`config.mk`:
```
export PLATFORM = sky130hd
export DESIGN_NAME = self_calibrating_level_normalizer_flat
export DESIGN_NICKNAME = d
export VERILOG_FILES = /design/src/hw/rtl/scln_pkg.sv /design/src/hw/rtl/scln_item_if.sv /design/src/hw/rtl/scln_result_if.sv /design/src/hw/rtl/scln_cfg_if.sv /design/src/hw/rtl/scln_ctrl.sv /design/src/hw/rtl/scln_dp.sv /design/src/hw/rtl/self_calibrating_level_normalizer.sv /design/src/flat_wrapper.sv
export SDC_FILE = /design/constraint.sdc
export NUM_CORES = 1
export LEC_CHECK = 0
export BUFFER_PORTS_ARGS = -buffer_cell sky130_fd_sc_hd__buf_2
export CAP_MARGIN = 5
export CORE_MARGIN = 4
export CORE_UTILIZATION = 35
export CTS_CLUSTER_SIZE = 30
export DETAILED_ROUTE_END_ITERATION = 16
export MAX_ROUTING_LAYER = met4
export PLACE_DENSITY = 0.56
export SYNTH_ARGS = -nofsm -noshare
export SYNTH_HDL_FRONTEND = slang
export SYNTH_HIERARCHICAL = 1
export SYNTH_SLANG_ARGS = --single-unit
```
`constraint.sdc`:
```
create_clock -name clk -period 6.15 [get_ports clk]
set_clock_uncertainty 0.1 [all_clocks]
set_input_delay 0.9225 -clock clk [delete_from_list [all_inputs] [get_ports clk]]
set_output_delay 0.9225 -clock clk [all_outputs]
set_load 0.02 [all_outputs]
```
`src/hw/rtl/scln_pkg.sv`:
```
package scln_pkg;

    localparam int DEFAULT_SAMPLE_BITS = 10;
    localparam int DEFAULT_OUT_MAX     = 255;

    localparam int CFG_IDX_BITS = 2;

    localparam logic [CFG_IDX_BITS-1:0] REG_DEFAULT_LOW  = CFG_IDX_BITS'(0);
    localparam logic [CFG_IDX_BITS-1:0] REG_DEFAULT_HIGH = CFG_IDX_BITS'(1);

    localparam logic KIND_SAMPLE = 1'b0;
    localparam logic KIND_CLEAR  = 1'b1;

    typedef struct packed {
        logic load;
        logic clear;
        logic range;
        logic span;
        logic mul;
        logic div_step;
        logic out_load;
    } scln_cmd_t;

    typedef struct packed {
        logic div_last;
    } scln_stat_t;

endpackage

```
`src/hw/rtl/scln_item_if.sv`:
```
interface scln_item_if #(
    parameter int SAMPLE_BITS = scln_pkg::DEFAULT_SAMPLE_BITS
);
    logic                   valid;
    logic                   ready;
    logic                   kind;
    logic [SAMPLE_BITS-1:0] raw_sample;

    modport source (output valid, output kind, output raw_sample, input ready);
    modport sink   (input valid, input kind, input raw_sample, output ready);
endinterface

```
`src/hw/rtl/scln_result_if.sv`:
```
interface scln_result_if #(
    parameter int LEVEL_BITS = $clog2(scln_pkg::DEFAULT_OUT_MAX + 1)
);
    logic                  valid;
    logic                  ready;
    logic [LEVEL_BITS-1:0] level;
    logic                  low_moved;
    logic                  high_moved;

    modport source (output valid, output level, output low_moved, output high_moved,
                    input ready);
    modport sink   (input valid, input level, input low_moved, input high_moved,
                    output ready);
endinterface

```
`src/hw/rtl/scln_cfg_if.sv`:
```
interface scln_cfg_if #(
    parameter int SAMPLE_BITS = scln_pkg::DEFAULT_SAMPLE_BITS
);
    logic                              valid;
    logic                              ready;
    logic [scln_pkg::CFG_IDX_BITS-1:0] index;
    logic [SAMPLE_BITS-1:0]            data;

    modport source (output valid, output index, output data, input ready);
    modport sink   (input valid, input index, input data, output ready);
endinterface

```
`src/hw/rtl/scln_ctrl.sv`:
```
module scln_ctrl (
    input  logic                 clk,
    input  logic                 rst_n,
    input  logic                 item_valid,
    input  logic                 item_kind,
    output logic                 item_ready,
    output logic                 result_valid,
    input  logic                 result_ready,
    input  scln_pkg::scln_stat_t stat,
    output scln_pkg::scln_cmd_t  cmd
);

    localparam logic [2:0] S_IDLE  = 3'd0;
    localparam logic [2:0] S_RANGE = 3'd1;
    localparam logic [2:0] S_SPAN  = 3'd2;
    localparam logic [2:0] S_MUL   = 3'd3;
    localparam logic [2:0] S_DIV   = 3'd4;
    localparam logic [2:0] S_HOLD  = 3'd5;

    logic [2:0] state_reg;
    logic [2:0] state_next;
    logic       out_valid_reg;
    logic       out_valid_next;

    always_comb
    begin
        cmd        = '0;
        state_next = state_reg;
        case (state_reg)
            S_IDLE:
            begin
                if (item_valid)
                begin
                    if (item_kind == scln_pkg::KIND_CLEAR)
                    begin
                        cmd.clear = 1'b1;
                    end
                    else
                    begin
                        cmd.load   = 1'b1;
                        state_next = S_RANGE;
                    end
                end
            end
            S_RANGE:
            begin
                cmd.range  = 1'b1;
                state_next = S_SPAN;
            end
            S_SPAN:
            begin
                cmd.span   = 1'b1;
                state_next = S_MUL;
            end
            S_MUL:
            begin
                cmd.mul    = 1'b1;
                state_next = S_DIV;
            end
            S_DIV:
            begin
                cmd.div_step = 1'b1;
                if (stat.div_last)
                begin
                    state_next = S_HOLD;
                end
            end
            S_HOLD:
            begin
                if (!out_valid_reg || result_ready)
                begin
                    cmd.out_load = 1'b1;
                    state_next   = S_IDLE;
                end
            end
            default:
            begin
                state_next = S_IDLE;
            end
        endcase
    end

    always_comb
    begin
        if (cmd.out_load)
        begin
            out_valid_next = 1'b1;
        end
        else if (out_valid_reg && result_ready)
        begin
            out_valid_next = 1'b0;
        end
        else
        begin
            out_valid_next = out_valid_reg;
        end
    end

    always_ff @(posedge clk or negedge rst_n)
    begin
        if (!rst_n)
        begin
            state_reg     <= S_IDLE;
            out_valid_reg <= 1'b0;
        end
        else
        begin
            state_reg     <= state_next;
            out_valid_reg <= out_valid_next;
        end
    end

    assign item_ready   = (state_reg == S_IDLE);
    assign result_valid = out_valid_reg;

    // a pending result is never overwritten
    a_no_overwrite: assert property (@(posedge clk) disable iff (!rst_n)
        cmd.out_load |-> (!out_valid_reg || result_ready))
        else $error("result register overwritten while pending");

    a_cmd_exclusive: assert property (@(posedge clk) disable iff (!rst_n)
        $onehot0(cmd))
        else $error("more than one datapath command");

    a_div_done: assert property (@(posedge clk) disable iff (!rst_n)
        (state_reg == S_DIV && stat.div_last) |=> (state_reg == S_HOLD))
        else $error("divider did not hand over to result stage");

    a_mul_to_div: assert property (@(posedge clk) disable iff (!rst_n)
        cmd.mul |=> (state_reg == S_DIV))
        else $error("multiply not followed by divide");

endmodule

```
`src/hw/rtl/scln_dp.sv`:
```
module scln_dp #(
    parameter int SAMPLE_BITS = scln_pkg::DEFAULT_SAMPLE_BITS,
    parameter int OUT_MAX     = scln_pkg::DEFAULT_OUT_MAX,
    parameter int LEVEL_BITS  = $clog2(OUT_MAX + 1)
) (
    input  logic                              clk,
    input  logic                              rst_n,
    input  scln_pkg::scln_cmd_t               cmd,
    output scln_pkg::scln_stat_t              stat,
    input  logic [SAMPLE_BITS-1:0]            item_raw_sample,
    input  logic                              cfg_we,
    input  logic [scln_pkg::CFG_IDX_BITS-1:0] cfg_index,
    input  logic [SAMPLE_BITS-1:0]            cfg_data,
    output logic [LEVEL_BITS-1:0]             level,
    output logic                              low_moved,
    output logic                              high_moved
);

    localparam int W         = SAMPLE_BITS;
    localparam int L         = LEVEL_BITS;
    localparam int PW        = W + L;
    localparam int CNT_BITS  = (L > 1) ? $clog2(L) : 1;
    localparam logic [L-1:0]        OUT_MAX_L = L'(OUT_MAX);
    localparam logic [CNT_BITS-1:0] CNT_INIT  = CNT_BITS'(L - 1);

    logic [W-1:0] dflt_low_reg,  dflt_low_next;
    logic [W-1:0] dflt_high_reg, dflt_high_next;
    logic [W-1:0] low_first_reg,  low_first_next;
    logic [W-1:0] low_second_reg, low_second_next;
    logic [W-1:0] high_first_reg,  high_first_next;
    logic [W-1:0] high_second_reg, high_second_next;
    logic [CNT_BITS-1:0] cnt_reg, cnt_next;

    logic [W-1:0] sample_reg, sample_next;
    logic [W-1:0] lo_reg, lo_next;
    logic [W-1:0] hi_reg, hi_next;
    logic         lmove_reg, lmove_next;
    logic         hmove_reg, hmove_next;
    logic [W-1:0] span_reg, span_next;
    logic [W-1:0] diff_reg, diff_next;
    logic [W:0]   rem_reg, rem_next;
    logic [L-1:0] num_reg, num_next;
    logic [L-1:0] res_level_reg, res_level_next;
    logic         res_low_moved_reg, res_low_moved_next;
    logic         res_high_moved_reg, res_high_moved_next;

    logic [W-1:0] lo_c;
    logic [W-1:0] hi_c;
    logic         lmove_c;
    logic         hmove_c;
    logic [PW-1:0] prod_c;
    logic [W:0]   trial_c;
    logic         ge_c;
    logic [L:0]   shifted_c;

    // effective range from the slots
    assign lo_c    = (low_first_reg > low_second_reg) ? low_first_reg : low_second_reg;
    assign hi_c    = (high_first_reg < high_second_reg) ? high_first_reg : high_second_reg;
    assign lmove_c = (sample_reg < lo_c);
    assign hmove_c = (sample_reg > hi_c);

    assign prod_c    = PW'(diff_reg) * PW'(OUT_MAX_L);
    assign trial_c   = {rem_reg[W-1:0], num_reg[L-1]};
    assign ge_c      = (trial_c >= {1'b0, span_reg});
    assign shifted_c = {num_reg, ge_c};

    always_comb
    begin
        dflt_low_next    = dflt_low_reg;
        dflt_high_next   = dflt_high_reg;
        low_first_next   = low_first_reg;
        low_second_next  = low_second_reg;
        high_first_next  = high_first_reg;
        high_second_next = high_second_reg;
        cnt_next         = cnt_reg;

        if (cfg_we)
        begin
            if (cfg_index == scln_pkg::REG_DEFAULT_LOW)
            begin
                dflt_low_next = cfg_data;
            end
            if (cfg_index == scln_pkg::REG_DEFAULT_HIGH)
            begin
                dflt_high_next = cfg_data;
            end
        end

        if (cmd.clear)
        begin
            low_first_next   = dflt_low_reg;
            low_second_next  = dflt_low_reg;
            high_first_next  = dflt_high_reg;
            high_second_next = dflt_high_reg;
        end

        if (cmd.range)
        begin
            if (lmove_c)
            begin
                low_first_next  = (low_first_reg < low_second_reg) ? low_first_reg
                                                                   : low_second_reg;
                low_second_next = sample_reg;
            end
            if (hmove_c)
            begin
                high_first_next  = (high_first_reg > high_second_reg) ? high_first_reg
                                                                      : high_second_reg;
                high_second_next = sample_reg;
            end
        end

        if (cmd.mul)
        begin
            cnt_next = CNT_INIT;
        end
        else if (cmd.div_step)
        begin
            cnt_next = cnt_reg - CNT_BITS'(1);
        end
    end

    always_comb
    begin
        sample_next         = sample_reg;
        lo_next             = lo_reg;
        hi_next             = hi_reg;
        lmove_next          = lmove_reg;
        hmove_next          = hmove_reg;
        span_next           = span_reg;
        diff_next           = diff_reg;
        rem_next            = rem_reg;
        num_next            = num_reg;
        res_level_next      = res_level_reg;
        res_low_moved_next  = res_low_moved_reg;
        res_high_moved_next = res_high_moved_reg;

        if (cmd.load)
        begin
            sample_next = item_raw_sample;
        end

        if (cmd.range)
        begin
            lo_next    = lo_c;
            hi_next    = hi_c;
            lmove_next = lmove_c;
            hmove_next = hmove_c;
        end

        if (cmd.span)
        begin
            if (hi_reg > lo_reg)
            begin
                span_next = hi_reg - lo_reg;
                if (sample_reg <= lo_reg)
                begin
                    diff_next = hi_reg - lo_reg;
                end
                else if (sample_reg >= hi_reg)
                begin
                    diff_next = '0;
                end
                else
                begin
                    diff_next = hi_reg - sample_reg;
                end
            end
            else
            begin
                // collapsed or inverted range
                span_next = W'(1);
                diff_next = (sample_reg <= lo_reg) ? W'(1) : '0;
            end
        end

        if (cmd.mul)
        begin
            rem_next = {1'b0, prod_c[PW-1:L]};
            num_next = prod_c[L-1:0];
        end

        if (cmd.div_step)
        begin
            rem_next = ge_c ? (trial_c - {1'b0, span_reg}) : trial_c;
            num_next = shifted_c[L-1:0];
        end

        if (cmd.out_load)
        begin
            res_level_next      = num_reg;
            res_low_moved_next  = lmove_reg;
            res_high_moved_next = hmove_reg;
        end
    end

    always_ff @(posedge clk or negedge rst_n)
    begin
        if (!rst_n)
        begin
            dflt_low_reg    <= '0;
            dflt_high_reg   <= '1;
            low_first_reg   <= '0;
            low_second_reg  <= '0;
            high_first_reg  <= '1;
            high_second_reg <= '1;
            cnt_reg         <= '0;
        end
        else
        begin
            dflt_low_reg    <= dflt_low_next;
            dflt_high_reg   <= dflt_high_next;
            low_first_reg   <= low_first_next;
            low_second_reg  <= low_second_next;
            high_first_reg  <= high_first_next;
            high_second_reg <= high_second_next;
            cnt_reg         <= cnt_next;
        end
    end

    always_ff @(posedge clk)
    begin
        sample_reg         <= sample_next;
        lo_reg             <= lo_next;
        hi_reg             <= hi_next;
        lmove_reg          <= lmove_next;
        hmove_reg          <= hmove_next;
        span_reg           <= span_next;
        diff_reg           <= diff_next;
        rem_reg            <= rem_next;
        num_reg            <= num_next;
        res_level_reg      <= res_level_next;
        res_low_moved_reg  <= res_low_moved_next;
        res_high_moved_reg <= res_high_moved_next;
    end

    assign stat.div_last = (cnt_reg == '0);
    assign level         = res_level_reg;
    assign low_moved     = res_low_moved_reg;
    assign high_moved    = res_high_moved_reg;

    // partial remainder stays below the divisor
    a_rem_after_mul: assert property (@(posedge clk) disable iff (!rst_n)
        cmd.mul |=> (rem_reg < {1'b0, span_reg}))
        else $error("initial remainder not below span");

    a_rem_after_step: assert property (@(posedge clk) disable iff (!rst_n)
        cmd.div_step |=> (rem_reg < {1'b0, span_reg}))
        else $error("remainder not below span after step");

    a_span_nonzero: assert property (@(posedge clk) disable iff (!rst_n)
        cmd.span |=> (span_reg != '0 && diff_reg <= span_reg))
        else $error("span zero or difference beyond span");

endmodule

```
`src/hw/rtl/self_calibrating_level_normalizer.sv`:
```
// channel   role    width of payload                          moves
// item      sink    kind 1, raw_sample SAMPLE_BITS            one sample or clear per beat
// result    source  level clog2(OUT_MAX+1), low/high_moved 1  one result per sample beat
// cfg       sink    index 2, data SAMPLE_BITS                 one register write per beat
//
// a sample beat steps through load, range, span, multiply, divide and hold, with the
// restoring divider retiring one quotient bit per cycle
// a clear beat is taken in the idle state and gives no result
// the result register lets the next item in while a result waits; a new result
// waits in its last stage until the result register is free
// rst_n clears the calibration slots and the two default registers to their reset values
// cfg is always ready
module self_calibrating_level_normalizer #(
    parameter int SAMPLE_BITS = scln_pkg::DEFAULT_SAMPLE_BITS,
    parameter int OUT_MAX     = scln_pkg::DEFAULT_OUT_MAX
) (
    input  logic           clk,
    input  logic           rst_n,
    scln_item_if.sink      item,
    scln_result_if.source  result,
    scln_cfg_if.sink       cfg
);

    localparam int LEVEL_BITS = $clog2(OUT_MAX + 1);

    scln_pkg::scln_cmd_t  cmd;
    scln_pkg::scln_stat_t stat;
    logic                 cfg_we;

    assign cfg.ready = 1'b1;
    assign cfg_we    = cfg.valid;

    scln_ctrl u_ctrl (
        .clk          (clk),
        .rst_n        (rst_n),
        .item_valid   (item.valid),
        .item_kind    (item.kind),
        .item_ready   (item.ready),
        .result_valid (result.valid),
        .result_ready (result.ready),
        .stat         (stat),
        .cmd          (cmd)
    );

    scln_dp #(
        .SAMPLE_BITS (SAMPLE_BITS),
        .OUT_MAX     (OUT_MAX),
        .LEVEL_BITS  (LEVEL_BITS)
    ) u_dp (
        .clk             (clk),
        .rst_n           (rst_n),
        .cmd             (cmd),
        .stat            (stat),
        .item_raw_sample (item.raw_sample),
        .cfg_we          (cfg_we),
        .cfg_index       (cfg.index),
        .cfg_data        (cfg.data),
        .level           (result.level),
        .low_moved       (result.low_moved),
        .high_moved      (result.high_moved)
    );

endmodule

```
`src/flat_wrapper.sv`:
```
// flat-port wrapper written by rule: the top's interface ports become plain ports
module self_calibrating_level_normalizer_flat 
#(
    parameter int SAMPLE_BITS = scln_pkg::DEFAULT_SAMPLE_BITS,
    parameter int OUT_MAX     = scln_pkg::DEFAULT_OUT_MAX
)
  (clk, rst_n, item_valid, item_kind, item_raw_sample, item_ready, result_valid, result_level, result_low_moved, result_high_moved, result_ready, cfg_valid, cfg_index, cfg_data, cfg_ready);
  scln_item_if #(.SAMPLE_BITS(SAMPLE_BITS)) item_i ();
  scln_result_if result_i ();
  scln_cfg_if #(.SAMPLE_BITS(SAMPLE_BITS)) cfg_i ();
  input  logic clk;
  input  logic rst_n;
  input wire logic [$bits(item_i.valid)-1:0] item_valid;
  input wire logic [$bits(item_i.kind)-1:0] item_kind;
  input wire logic [$bits(item_i.raw_sample)-1:0] item_raw_sample;
  output wire logic [$bits(item_i.ready)-1:0] item_ready;
  output wire logic [$bits(result_i.valid)-1:0] result_valid;
  output wire logic [$bits(result_i.level)-1:0] result_level;
  output wire logic [$bits(result_i.low_moved)-1:0] result_low_moved;
  output wire logic [$bits(result_i.high_moved)-1:0] result_high_moved;
  input wire logic [$bits(result_i.ready)-1:0] result_ready;
  input wire logic [$bits(cfg_i.valid)-1:0] cfg_valid;
  input wire logic [$bits(cfg_i.index)-1:0] cfg_index;
  input wire logic [$bits(cfg_i.data)-1:0] cfg_data;
  output wire logic [$bits(cfg_i.ready)-1:0] cfg_ready;
  assign item_i.valid = item_valid;
  assign item_i.kind = item_kind;
  assign item_i.raw_sample = item_raw_sample;
  assign item_ready = item_i.ready;
  assign result_valid = result_i.valid;
  assign result_level = result_i.level;
  assign result_low_moved = result_i.low_moved;
  assign result_high_moved = result_i.high_moved;
  assign result_i.ready = result_ready;
  assign cfg_i.valid = cfg_valid;
  assign cfg_i.index = cfg_index;
  assign cfg_i.data = cfg_data;
  assign cfg_ready = cfg_i.ready;
  self_calibrating_level_normalizer #(.SAMPLE_BITS(SAMPLE_BITS), .OUT_MAX(OUT_MAX)) u_core (.clk(clk), .rst_n(rst_n), .item(item_i), .result(result_i), .cfg(cfg_i));
endmodule
```
## Word-level counts from Yosys, hierarchy flattened

Cells that the tools add are included.

| storage, ports and cells | value |
|---|---|
| memory bits (writable) | 0 |
| logic and storage cells | 103 |
| flip-flop bits (word level) | 147 |
| output and inout bits | 13 |
| bits in read-only memories | 0 |
| bits in latches | 0 |
| memories | 0 |
| input port bits | 28 |

| cells by class | value |
|---|---|
| magnitude comparators | 10 |
| multiplexer cells | 44 |
| shift operators | 0 |
| add/subtract/negate cells | 4 |
| multipliers | 1 |
| equality and inequality tests | 12 |
| bitwise gates (word level) | 0 |
| reductions and logical operators | 11 |
| div/mod/pow operators | 0 |

Operators with widths:

| kind | number |
|---|---|
| $mux 10 | 22 |
| $gt 10x10->1 | 4 |
| $lt 10x10->1 | 3 |
| $sub 10x10->10 | 3 |
| $mul 10x8->18 const B | 1 |
| $mux 3 | 6 |
| $pmux 3 s6 | 1 |
| $mux 8 | 2 |
| $ge 11x10->1 | 1 |
| $mux 1 | 11 |
| $ge 10x10->1 | 1 |
| $le 10x10->1 | 1 |
| $eq 3x2->1 const B | 2 |
| $eq 3x3->1 const B | 2 |
| $logic_not 3->1 | 2 |
| $ne 2x2->1 const B | 3 |
| $ne 3x3->1 const B | 2 |
| $mux 2 | 2 |
| $reduce_and 2->1 | 2 |
| $reduce_and 4->1 | 1 |
| $reduce_bool 2->1 | 2 |
| $eq 3x1->1 const B | 1 |
| $sub 3x1->3 const B | 1 |
| $eq 2x1->1 const B | 1 |
| 5 further kinds | 5 |

## Logic depth before layout (Yosys ltp)

Gate-level depths: netlist of the first run.

| depth | value |
|---|---|
| depth after elaboration | 6 |
| depth in mapped cells | 21 |

## Cells and area by module

Netlist of the first run, hierarchy kept.

Modules (own cells, without submodules):

| module | cells an instance | area each (um^2) | instances |
|---|---|---|---|
| scln_dp | 993 | 10412.5 | 1 |
| scln_ctrl | 28 | 239.0 | 1 |
| self_calibrating_level_normalizer | 2 | 11.3 | 1 |

## Worst setup path before layout of the first run

Ideal clock, no wire load.

| timing | value |
|---|---|
| path kind | register to register |
| from | reg u_core.u_dp.diff_reg[0] |
| to | reg u_core.u_dp.rem_reg[8] (data pin) |
| arrival | 4.491 ns |
| setup time | 0.269 ns |
| setup slack | 1.290 ns |
| cell stages (with the launch flop) | 17 |
| data required time | 5.781 ns |
| cell sequence | edfxtp_1 > fa_1 > xor2_1 > ha_1 > fa_1 > inv_1 > fa_1 > inv_1 > ha_1 > nand3_1 > o211ai_1 > o41ai_2 > o21ai_1 > or4_1 > a31oi_1 > xor2_1 > mux2i_1 |

| on the way | value |
|---|---|
| longest elaborated chain between the ends | 3 |

Ends and longest elaborated chain:

| item | line | source |
|---|---|---|
| start: declaration | scln_dp.sv:40 | `logic [W-1:0] diff_reg, diff_next;` |
| start signal: assignment | scln_dp.sv:229 | `diff_reg <= diff_next;` |
| $mul 10x8->18 | scln_dp.sv:62 | `assign prod_c = PW'(diff_reg) * PW'(OUT_MAX_L);` |
| $mux 10 | scln_dp.sv:177 | `if (cmd.mul)` |
| $mux 10 | scln_dp.sv:183 | `if (cmd.div_step)` |
| net u_core.u_dp.rem_next[8] | scln_dp.sv:41 | `logic [W:0] rem_reg, rem_next;` |
| end signal: assignment | scln_dp.sv:230 | `rem_reg <= rem_next;` |
| end: declaration | scln_dp.sv:41 |  |

The timed path passes the listed nets, and every way through them passes these cells. The select of a mux whose other input is x is not followed.
A chain may end at the register's enable or synchronous reset.

## Worst setup path after layout of the first run

Ends and elaborated chain as after synthesis.

==> run summary, run 1 <==
Dividing the detail-routed wire length by the instance count gives 16.3 um. Buffers placed on the I/O ports in this run total 39. Counting flops and latches in the post-synthesis netlist gives 147. After clock tree synthesis, the clock-pin slew on the worst setup and hold paths is 0.07 ns. The number of buffers inserted to repair setup after CTS is 0, and the maximum clock rate is 194 MHz. TritonCTS created 17 clock buffers. Entering global routing, the biggest net connects 68 pins. The number of synthesis warnings was 6. Tightest hold margin: 0.348 ns. For this design, the slowest cell found on the critical path is fa_1. In this design, the critical path's most frequently occurring cell is fa_1. The count of different cell masters after synthesis is 65.

Leaving out fill and tap cells, the most frequent cells in the layout are inv_1 (177), ha_1 (120), edfxtp_1 (80). The stage delay of the slowest cell on the critical path was 0.68 ns; the net count of the mapped netlist was 1213. The first global-routing pass estimated 39.0 mm of wire. The worst min-delay path category was flip-flop to flip-flop. The tools report the kind of capture point of the worst setup path as a flip-flop. Yosys mapped a number of flops with a built-in enable equal to 80. The register area share after synthesis was 0.386. CTS placed an instance of clkbuf_16 at the clock tree root.

Total count of hold-check failures in the final report: 0. Data arrives at the worst endpoint at 5.22 ns. The final route contains 7379 vias.

The pre-antenna-repair detailed-routing pass consisted of 6 iterations. The cell class contributing the biggest share of worst-path delay was adder cells. Routability-driven placement finished with a final weighted congestion of 0.836. The fraction of registers with async set or reset after synthesis works out to 0.456. The ratio of final minimum period to clock period was 0.838; the initial antenna violation count was 0. The share of post-route cells with drive strength above 1 is 0.138.

Instance count of the mapped netlist: 1023. The tools report the core region area as 29900 um^2. After detailed routing, the total wire length is 24.0 mm.

The worst relative slew slack was 0.247; the slew at the pin with the worst max-slew slack was 1.12 ns. The final critical delay including setup and external delays is 5.15 ns, and the per-instance average area after synthesis is 10.4 um^2. After the first detailed-routing iteration, the DRC count stood at 404. Starting utilization of the core area: 0.357.

The cell row count is 63. Traced cell by cell, the critical path runs through fa_1 > xor2_1 > ha_1 > fa_1 > inv_1 > fa_1 > inv_1 > ha_1 > nand3_1 > o211ai_1 > o41ai_2 > o21ai_1 > or4_1 > a31oi_1 > xor2_1 > mux2i_1. The cell area after synthesis came out at 10700 um^2. The run gives 0 as the number of pins exceeding their max-slew limit in the final report. For the worst-skew pair, the clock arrives at the later sink with an insertion delay of 0.43 ns. STA puts the critical path data required time at 6.22 ns.

The setup path with the least slack is of type flip-flop to flip-flop. The y dimension of the die was 183 um; the aggregate global-route resource usage was 0.152. For this design the top-level I/O count stands at 41. The count of nets left with antenna violations once routing finished came out at 0.

Leading cell type in the layout, fill and taps excluded: inv_1. The buffer and inverter count on the worst path works out to 2. The tools report the die outline area as 33300 um^2. The worst setup path is launched from a flip-flop. Among all flip-flop cells after synthesis, the most frequent one is edfxtp_1.

Setup repair after global routing left no endpoint under its margin. The net total in the final layout is 1258. The clock tree synthesis step divided the H-tree into 4 levels.

Setup violations remaining at the end of the flow were counted as 0. Along the worst path, the maximum fanout reaches 6. From left edge to right edge, the die measures 183 um. Summed over all nets, the half-perimeter wirelength after detailed placement is 18.5 mm. The flow ran to the end, and the final reports show no timing, DRC or antenna violations.

TritonCTS built the clock tree. Max-cap violations in this run came to 0. Dividing the detail-routed via count by the number of cells gives 5.02. From synthesis to final layout, the design area changed by 11.8%. In the final timing run, aggregate negative setup slack is 0 ns. Buffers inserted to repair hold after CTS numbered 0. For the clock sink total, the log shows 147. The logs give 0 for the antenna diode instance count and 0 for the final global-route overflow total. Once the clock tree was built, the resizer swapped 0 gates to a different size.

Detailed-route DRC error count: 0. The number of global-route vias before repair is 7387, and the worst-case clock buffer depth is 2.
[Yosys cell counts (9+ instances only)]
cell,n,area share
a21o_1,14,0.0099
a21oi_1,62,0.029
a221o_1,11,0.010
and3_1,13,0.0076
clkbuf_1,12,0.0042
dfrtp_1,37,0.087
dfstp_2,30,0.074
edfxtp_1,80,0.23
fa_1,42,0.079
ha_1,120,0.14
inv_1,177,0.062
mux2_2,26,0.027
mux2i_1,40,0.038
nand2_1,45,0.016
nand2b_1,14,0.0082
nand3_1,9,0.0042
nand4_1,13,0.0076
nor2_1,57,0.020
nor2b_1,15,0.0088
nor3_1,17,0.0080
o21ai_0,25,0.012
o21ai_1,11,0.0052
o22a_1,20,0.016
xnor2_1,21,0.017
xor2_1,11,0.0090
[per-stage QoR]
stage	setup WS (ns)	cells	instance area, um^2	util
floorplan	1.29	1023	10700	-
global placement	1.07	1439	11300	0.379
detailed placement	0.991	1439	11300	0.379
CTS	0.965	1471	11900	0.399
global route	0.559	1471	11900	0.399
finish	0.996	1471	11900	0.399
[cell families (layout without fill, tap and decap cells)]
group	Yosys count	after routing	synth area share
XOR/XNOR	32	32	0.0263
adder cells (fa/ha/maj)	162	162	0.220
flip-flops	147	147	0.386
AND/OR/NAND/NOR	210	210	0.0987
multiplexers	66	66	0.0650
other	1	1	0.000352
AO/OA/AOI/OAI	204	204	0.132
buffers and inverters	201	259	0.0722
[final cells by class]
class                           count  area, um^2
Timing Repair Buffer               50         278
Clock inverter                     14         138
Tap cell                          390         488
Inverter                          177         664
Fill cell                        2958       18000
Sequential cell                   147        4120
Clock buffer                       18         450
Multi-Input combinational cell    675        5790
[final timing paths]
check	start	endpoint	slack (ns)	depth (start not counted)
max in group asynchronous	rst_n	u_core/u_dp/cnt_reg[2]$_DFFE_PN0P_	4.77	2
worst min-delay path	u_core/u_dp/num_reg[4]$_DFFE_PP_	u_core/u_dp/level[4]$_DFFE_PP_	0.35	0
worst max-delay path	u_core/u_dp/diff_reg[0]$_DFFE_PP_	u_core/u_dp/rem_reg[8]$_DFFE_PP_	1.0	16
min in group asynchronous	rst_n	u_core/u_dp/dflt_low_reg[2]$_DFFE_PN0P_	0.58	2
worst max register to register	u_core/u_dp/diff_reg[0]$_DFFE_PP_	u_core/u_dp/rem_reg[8]$_DFFE_PP_	1.0	16
worst min register to register	u_core/u_dp/num_reg[4]$_DFFE_PP_	u_core/u_dp/level[4]$_DFFE_PP_	0.35	0
[routing by layer]
metal / global-route usage / up-vias / share of wire
li1: - / 3677 / -
met4: 0.0447 / 0 / 0.020
met5: - / - / 0
met3: 0.0283 / 29 / 0.030
met2: 0.249 / 120 / 0.48
met1: 0.193 / 3553 / 0.47
Power of run 1 is left out: the tool's default activity adds up to more than one toggle a clock period on the data nets, which glitch-free logic cannot reach.
==> run 2, diff against run 1 <==
- clock period: 6.15 -> 4.8 ns (I/O delays scaled with it)
==> run 2 against run 1 <==
Non-clock buffer count up 53. Count of clock-buffer cells in the layout up 2. Cell count up 3.6%. Maximum frequency up 7.9%. Core utilization up 2.0 points. Register-to-register slack worse by 0.97 ns. Critical path depth up 1. Flip-flop and latch count unchanged.
==> run summary, run 2 (synthesis results as in run 1) <==
The starting utilization of the core area came out at 0.357. The cell at the root of the clock tree was clkbuf_16. The run gives 25.2 mm as the total wire length. The tools report the final RePlAce weighted congestion as 0.860. Setup repair after global routing could not meet its margin everywhere. The data arrival at the endpoint of the critical path is 4.84 ns. The slew at the pin with the worst max-slew slack was 1.15 ns; the share of post-route cells with drive strength above 1 was 0.207. After routing, the total negative slack on setup checks comes to 0 ns. The tools report the worst-case clock buffer depth as 2.

The type of element launching the critical path is a flip-flop. The tools report the initial antenna violation count as 0. The worst relative slew slack was 0.232.

The library cell used most frequently in the layout, excluding fill and tap cells, is inv_1. Max-cap violations in this run came to 0. The I/O pin total is 41, and the die outline area is 33300 um^2. The logs give 17 for the number of CTS-inserted buffers and 4 for the maximum level of the CTS H-tree. The cell type of the slowest stage on the worst timing path is fa_2. The maximum net fanout on the critical path is 4, and the aggregate global-route resource usage is 0.160.

Dividing the detail-routed wire length by the instance count gives 16.5 um. Together, buffers and inverters on the worst path number 3. The region available for standard cell placement spans 29900 um^2. Worst flop-to-flop path endpoint: u_core/u_dp/rem_reg[8]$_DFFE_PP_. The met3 usage in global routing came out at 0.0301. The y dimension of the die works out to 183 um. The total count of hold-check failures in the final report is 0.

STA puts the critical path data required time at 4.86 ns. The run gives 0 as the count of nets left with antenna violations after detail routing. The worst setup path is captured at a flip-flop.

The logs give 5 for the number of optimization iterations in the first detailed-route pass and 0 for the total of hold buffers inserted after clock tree synthesis. For this run the aggregate overflow at the end of global routing stands at 0. Worst min-delay path category: primary input to asynchronous set/reset pin. The tools report the count of endpoints failing setup in the final report as 0.

For this run, the top clock speed supported by timing is 209 MHz. In this run the critical register-to-register path is launched from u_core/u_dp/diff_reg[2]$_SDFFCE_PP0P_. The first global-routing pass estimated 41.0 mm of wire. The number of pins exceeding their max-slew limit in the final report came out at 0. For the worst flop-to-flop path, the logic depth is 17. The final critical delay including setup and external delays came out at 4.78 ns.

The logs give 39 for the maximum number of pins on one net before global-route repair and 7573 for the vias after detailed routing. Using the TritonRoute via totals, the vias-per-cell ratio works out to 4.97. Most congested layer reported by global routing: met2. For the filler cell count, the log shows 2889. The ratio of final minimum period to clock period was 0.995. The floorplan has 63 rows. The logs give 0.267 for the global routing met2 resource utilization and 0 for the detailed-route DRC error count. The clock input transition at the sequential cells of the worst setup and hold paths came out at 0.07 ns. In the layout the commonest cells are inv_1 (165), ha_1 (115), edfxtp_1 (80). On the critical path the largest part of the delay comes from adder cells. During placement, the flow inserted port buffers numbering 39. The number of antenna diodes in the final layout is 0.

The logs give 1311 for the net total in the final layout and 19.3 mm for the half-perimeter wire length after placement. The run gives 0.419 as the final standard cell utilization of the core. The run gives 7745 as the number of global-route vias before repair. The flow ran to the end, and the final reports show no timing, DRC or antenna violations.

In this design, the stage delay of the slowest critical-path cell is 0.58 ns. The signal on the critical path passes through buf_6 > fa_2 > xor2_1 > ha_1 > fa_1 > inv_1 > fa_1 > inv_2 > ha_4 > nand3_2 > o211ai_1 > o41ai_4 > o21ai_2 > or4_1 > a31oi_1 > xor2_1 > mux2i_1. Global routing usage on met1: 0.200. The die outline width was 183 um. The tree built by TritonCTS fans out to 147 sinks. The latest clock arrival within the worst-skew pair is 0.43 ns. The critical path class is flip-flop to flip-flop. TritonCTS built the clock tree. The first routing iteration left 384 violations. The setup check on the worst reg-to-reg path leaves a slack of 0.02 ns.

Area added between synthesis and finish: 17.3%.
[run 2: layout make-up]
class,count,area (um^2),area share
well taps,390,488,0.0390
inverters,177,668,0.0534
multi-input cells,675,5950,0.475
clock inverters,12,123,0.00980
repair buffers,103,698,0.0558
clock buffers,20,468,0.0374
flip-flops and latches,147,4120,0.329
[run 2: what timing repair did]
action / 4_1_cts / 5_1_grt
pin swaps: 33 / 29
endpoints found under the hold margin: 0 / 0
setup endpoints to repair: 2 / 13
gates resized for setup: 28 / 16
setup buffers: 3 / 7
[run 2: worst max path at each step]
stage	startpoint	to	slack, ns	cells after the start
after floorplan	u_core/u_dp/diff_reg[2]$_SDFFCE_PP0P_	u_core/u_dp/rem_reg[8]$_DFFE_PP_	0.03	16
final	u_core/u_dp/diff_reg[2]$_SDFFCE_PP0P_	u_core/u_dp/rem_reg[8]$_DFFE_PP_	0.02	17
after global placement	u_core/u_dp/diff_reg[2]$_SDFFCE_PP0P_	u_core/u_dp/rem_reg[8]$_DFFE_PP_	-0.07	16
after CTS	u_core/u_dp/diff_reg[1]$_SDFFCE_PP0P_	u_core/u_dp/rem_reg[8]$_DFFE_PP_	0.0004	16
after detailed placement	u_core/u_dp/diff_reg[2]$_SDFFCE_PP0P_	u_core/u_dp/rem_reg[8]$_DFFE_PP_	-0.19	16
after global routing	u_core/u_dp/diff_reg[2]$_SDFFCE_PP0P_	u_core/u_dp/rem_reg[8]$_DFFE_PP_	-0.16	17
[run 2: per-layer routing]
layer	vias to the layer above	part of all wire
met5	-	0
met4	0	0.021
met3	28	0.025
met2	108	0.49
met1	3649	0.46
li1	3788	-
[run 2: worst reg2reg max path, cell delays in order (launching register included)]
cell      delay (ns)
edfxtp_1        0.41
buf_6           0.14
fa_2            0.58
xor2_1          0.14
ha_1            0.26
fa_1            0.49
inv_1           0.05
fa_1            0.48
inv_2           0.04
ha_4            0.23
nand3_2         0.07
o211ai_1        0.17
o41ai_4         0.40
o21ai_2         0.11
or4_1           0.40
a31oi_1         0.19
xor2_1          0.16
mux2i_1         0.08
[run 2: stage by stage]
step | hold slack, ns | setup slack [ns] | cells | cell area [um^2]
3_5_place_dp | 0.337 | -0.192 | 1482 | 11700
6_report | 0.321 | 0.0223 | 1524 | 12500
2_1_floorplan | 0.300 | 0.0316 | 1023 | 10700
3_3_place_gp | 0.331 | -0.0726 | 1482 | 11700
4_1_cts | 0.320 | 0.000378 | 1517 | 12400
5_1_grt | 0.340 | -0.162 | 1524 | 12500
Power of run 2 is left out for the same reason.
==> run 3, diff against run 2 <==
- ABC_AREA: not set -> 1
- HOLD_SLACK_MARGIN: not set -> 0.12
==> run 3 against run 2 <==
Flip-flop and latch count unchanged. Cell count is 18% higher. Worst hold slack improved by 0.0029 ns. Sequential share of layout area down 0.45 points. Design area increased by 1.4%.
==> run summary, run 3 <==
The run finished with clean final reports. After detailed routing, the number of vias per cell comes to 4.82. A synthesized cell averages 8.39 um^2. The run gives 17 as the number of CTS-inserted buffers. The first global-routing pass estimated 45.3 mm of wire. nand2_1 is the most common cell in the netlist. For the number of pins exceeding their max-slew limit in the final report, the log shows 0. Cell type of the slowest stage on the worst timing path: fa_1. Summing all non-filler instances in the final layout gives an area of 12700 um^2.

The final non-filler cell total is 1804. The logs give 20.8 mm for the half-perimeter wire length after placement and 4.68 ns for the data arrival at the endpoint of the critical path. For the pin with the worst max-slew slack, the measured transition is 0.989 ns. Worst relative slew slack: 0.340.

The tools report the number of synthesis warnings as 6. Type of element launching the critical path: a flip-flop. The critical path goes through buf_6 > fa_1 > inv_2 > fa_1 > inv_1 > fa_1 > inv_1 > fa_1 > inv_1 > ha_4 > a21o_1 > nand3_1 > nand4_1 > a31o_2 > nor2_2 > nor2_1 > nand2_1 > nand2_1. The tools report the net total in the final layout as 1579. The cell class contributing the biggest share of worst-path delay was adder cells. Measured along the y axis, the die boundary spans 188 um.

Subtracting the final worst setup slack from the clock period gives 4.62 ns. The min-delay analysis places its worst path in the category flip-flop to flip-flop. The congestion estimate from routability-driven global placement came to 0.879.

The share of post-route cells with drive strength above 1 works out to 0.150. The logs give 0 for the total of max-cap violations and 147 for the clock sink total. The mean routed wirelength per cell was 15.1 um. Entering global routing, the biggest net connects 44 pins.

The tools report the total of hold buffers inserted after clock tree synthesis as 0. For the worst-skew pair, the clock arrives at the later sink with an insertion delay of 0.43 ns. In the synthesized netlist, the number of instances is 1345. Most repeated library cell on the critical path: fa_1. The tools report the final standard cell utilization of the core as 0.401. The clock input transition at the sequential cells of the worst setup and hold paths was 0.06 ns; the cell row count was 65. The critical path contains buffers and inverters numbering 5 combined. The tools report the kind of capture point of the worst setup path as a flip-flop. The area of placed instances came out at 11900 um^2. The die outline width is 188 um, and the vias after detailed routing is 8695. Of all nets on the critical path, the largest fanout is 4. The fraction of post-synthesis cell area in the top cell type by area is 0.213, and the data required time of the worst path is 4.86 ns.

In this run the number of H-tree levels came out at 4. For the register area share after synthesis, the log shows 0.365. The count of different cell masters after synthesis is 51. The synthesized flop and latch total works out to 147.

The number of placed instances, taps included, is 1764. The stage delay of the slowest cell on the critical path was 0.54 ns. The number of global-route vias before repair came out at 8899.

TritonCTS built the clock tree. The total count of hold-check failures in the final report was 0; the core region area was 31600 um^2. After synthesis, the cell types taking the most area are edfxtp_1 (21%), ha_1 (13%), nand2_1 (9.3%). In this run, synthesis inferred 80 flip-flops with an integrated enable. The number of nets handed over by synthesis was 1535. For this run, the leading register cell type out of synthesis is edfxtp_1. In this run the count of I/O pins placed on the die edge is 41. Once detail routing completed, the nets flagged for antenna violations numbered 0. Ranked by instance count, the synthesized netlist is headed by nand2_1 (280), inv_1 (251), ha_1 (120), o21ai_0 (93), edfxtp_1 (80). The starting utilization of the core area is 0.357, and the ratio of final minimum period to clock period is 0.962.

Count of endpoints failing setup in the final report: 0. The top cell types in the final layout, fill and taps aside, are nand2_1 (280), inv_1 (245), ha_1 (115). The met3 usage in global routing was 0.0231; the number of port buffers was 39. The die outline area is 35200 um^2, and the tightest hold margin is 0.324 ns.

The largest total area in the synthesized netlist belongs to edfxtp_1. The violation count after the first detailed-routing iteration was 504. The initial antenna violation count is 0.

The area added between synthesis and finish was 12.4%. The run gives 0 as the final global-route overflow total. 0 antenna diodes ended up in the layout. CTS placed an instance of clkbuf_16 at the clock tree root. Leading cell type in the layout, fill and taps excluded: nand2_1.

The logs give 11300 um^2 for the cell area after synthesis and 0.279 for the global routing met2 resource utilization. For this run, design rule violations remaining after detail routing come to 0. The critical path is of the flip-flop to flip-flop type.

Most congested layer reported by global routing: met2. The number of optimization iterations in the first detailed-route pass came out at 4. Wires add up to 27.2 mm.

Counting along the longest clock path gives a buffer depth of 2. The aggregate global-route resource usage was 0.163; the fraction of registers with async set or reset after synthesis was 0.456. The global routing usage on met1 was 0.203; the maximum clock rate was 217 MHz.
run 3: cell count changes in the layout (fill, tap and decap cells not counted), moves of 15 or more:
cell	before	now
mux2i_1	40	0
nand2_2	2	20
nand3_1	6	26
mux2_2	26	0
nor2b_1	15	0
nand2_1	43	280
buf_4	58	23
o21ai_0	25	92
nand4_1	13	30
o22a_1	20	0
inv_1	165	245
run 3: layout make-up:
cell class | count | area [um^2]
Multi-Input combinational cell | 892 | 6050
Fill cell | 3217 | 19000
Inverter | 268 | 1010
Sequential cell | 147 | 4120
Tap cell | 402 | 503
Timing Repair Buffer | 63 | 379
Clock inverter | 9 | 111
Clock buffer | 23 | 512
run 3: cell families after synthesis:
| family | after synthesis | share of synthesized area |
|---|---|---|
| AO/OA/AOI/OAI | 229 | 0.114 |
| XOR/XNOR | 27 | 0.0210 |
| AND/OR/NAND/NOR | 473 | 0.186 |
| other | 1 | 0.000332 |
| flip-flops | 147 | 0.365 |
| adder cells (fa/ha/maj) | 162 | 0.208 |
| buffers and inverters | 306 | 0.106 |
run 3: layer usage:
layer	wire length [um]	vias up	share of wire
li1	-	4429	-
met1	12300	4106	0.45
met2	13500	127	0.50
met3	768	33	0.028
met4	626	0	0.023
met5	0	-	0
run 3: timing repair:
| action | 4_1_cts | 5_1_grt |
|---|---|---|
| setup endpoints to repair | 0 | 5 |
| resized for setup | 0 | 21 |
| setup buffers | 0 | 8 |
run 3: worst reg2reg max path, stage by stage, from the launching register on:
cell	delay (ns)
edfxtp_1	0.45
buf_6	0.16
fa_1	0.54
inv_2	0.06
fa_1	0.53
inv_1	0.06
fa_1	0.52
inv_1	0.05
fa_1	0.52
inv_1	0.06
ha_4	0.25
a21o_1	0.20
nand3_1	0.09
nand4_1	0.18
a31o_2	0.32
nor2_2	0.09
nor2_1	0.05
nand2_1	0.06
nand2_1	0.05
run 3: per-stage QoR:
stage          setup TNS, ns  worst slack (ns)
6_report                   0             0.182
5_1_grt              -0.0199           -0.0199
4_1_cts                    0             0.107
3_5_place_dp               0             0.136
3_3_place_gp               0             0.174
2_1_floorplan              0             0.363
run 3: worst paths after layout:
kind	from	endpoint	slack (ns)	depth (start not counted)
worst max-delay path	u_core/u_dp/diff_reg[6]$_SDFFCE_PP0P_	u_core/u_dp/rem_reg[7]$_DFFE_PP_	0.18	18
worst min-delay path	u_core/u_dp/lmove_reg$_DFFE_PP_	u_core/u_dp/low_moved$_DFFE_PP_	0.32	0
worst max register to register	u_core/u_dp/diff_reg[6]$_SDFFCE_PP0P_	u_core/u_dp/rem_reg[7]$_DFFE_PP_	0.18	18
worst min register to register	u_core/u_dp/lmove_reg$_DFFE_PP_	u_core/u_dp/low_moved$_DFFE_PP_	0.32	0
max in group asynchronous	rst_n	u_core/u_dp/low_second_reg[8]$_DFF_PN0_	3.30	2
min in group asynchronous	rst_n	u_core/u_dp/dflt_low_reg[4]$_DFFE_PN0P_	0.38	1
Power of run 3 is left out for the same reason.
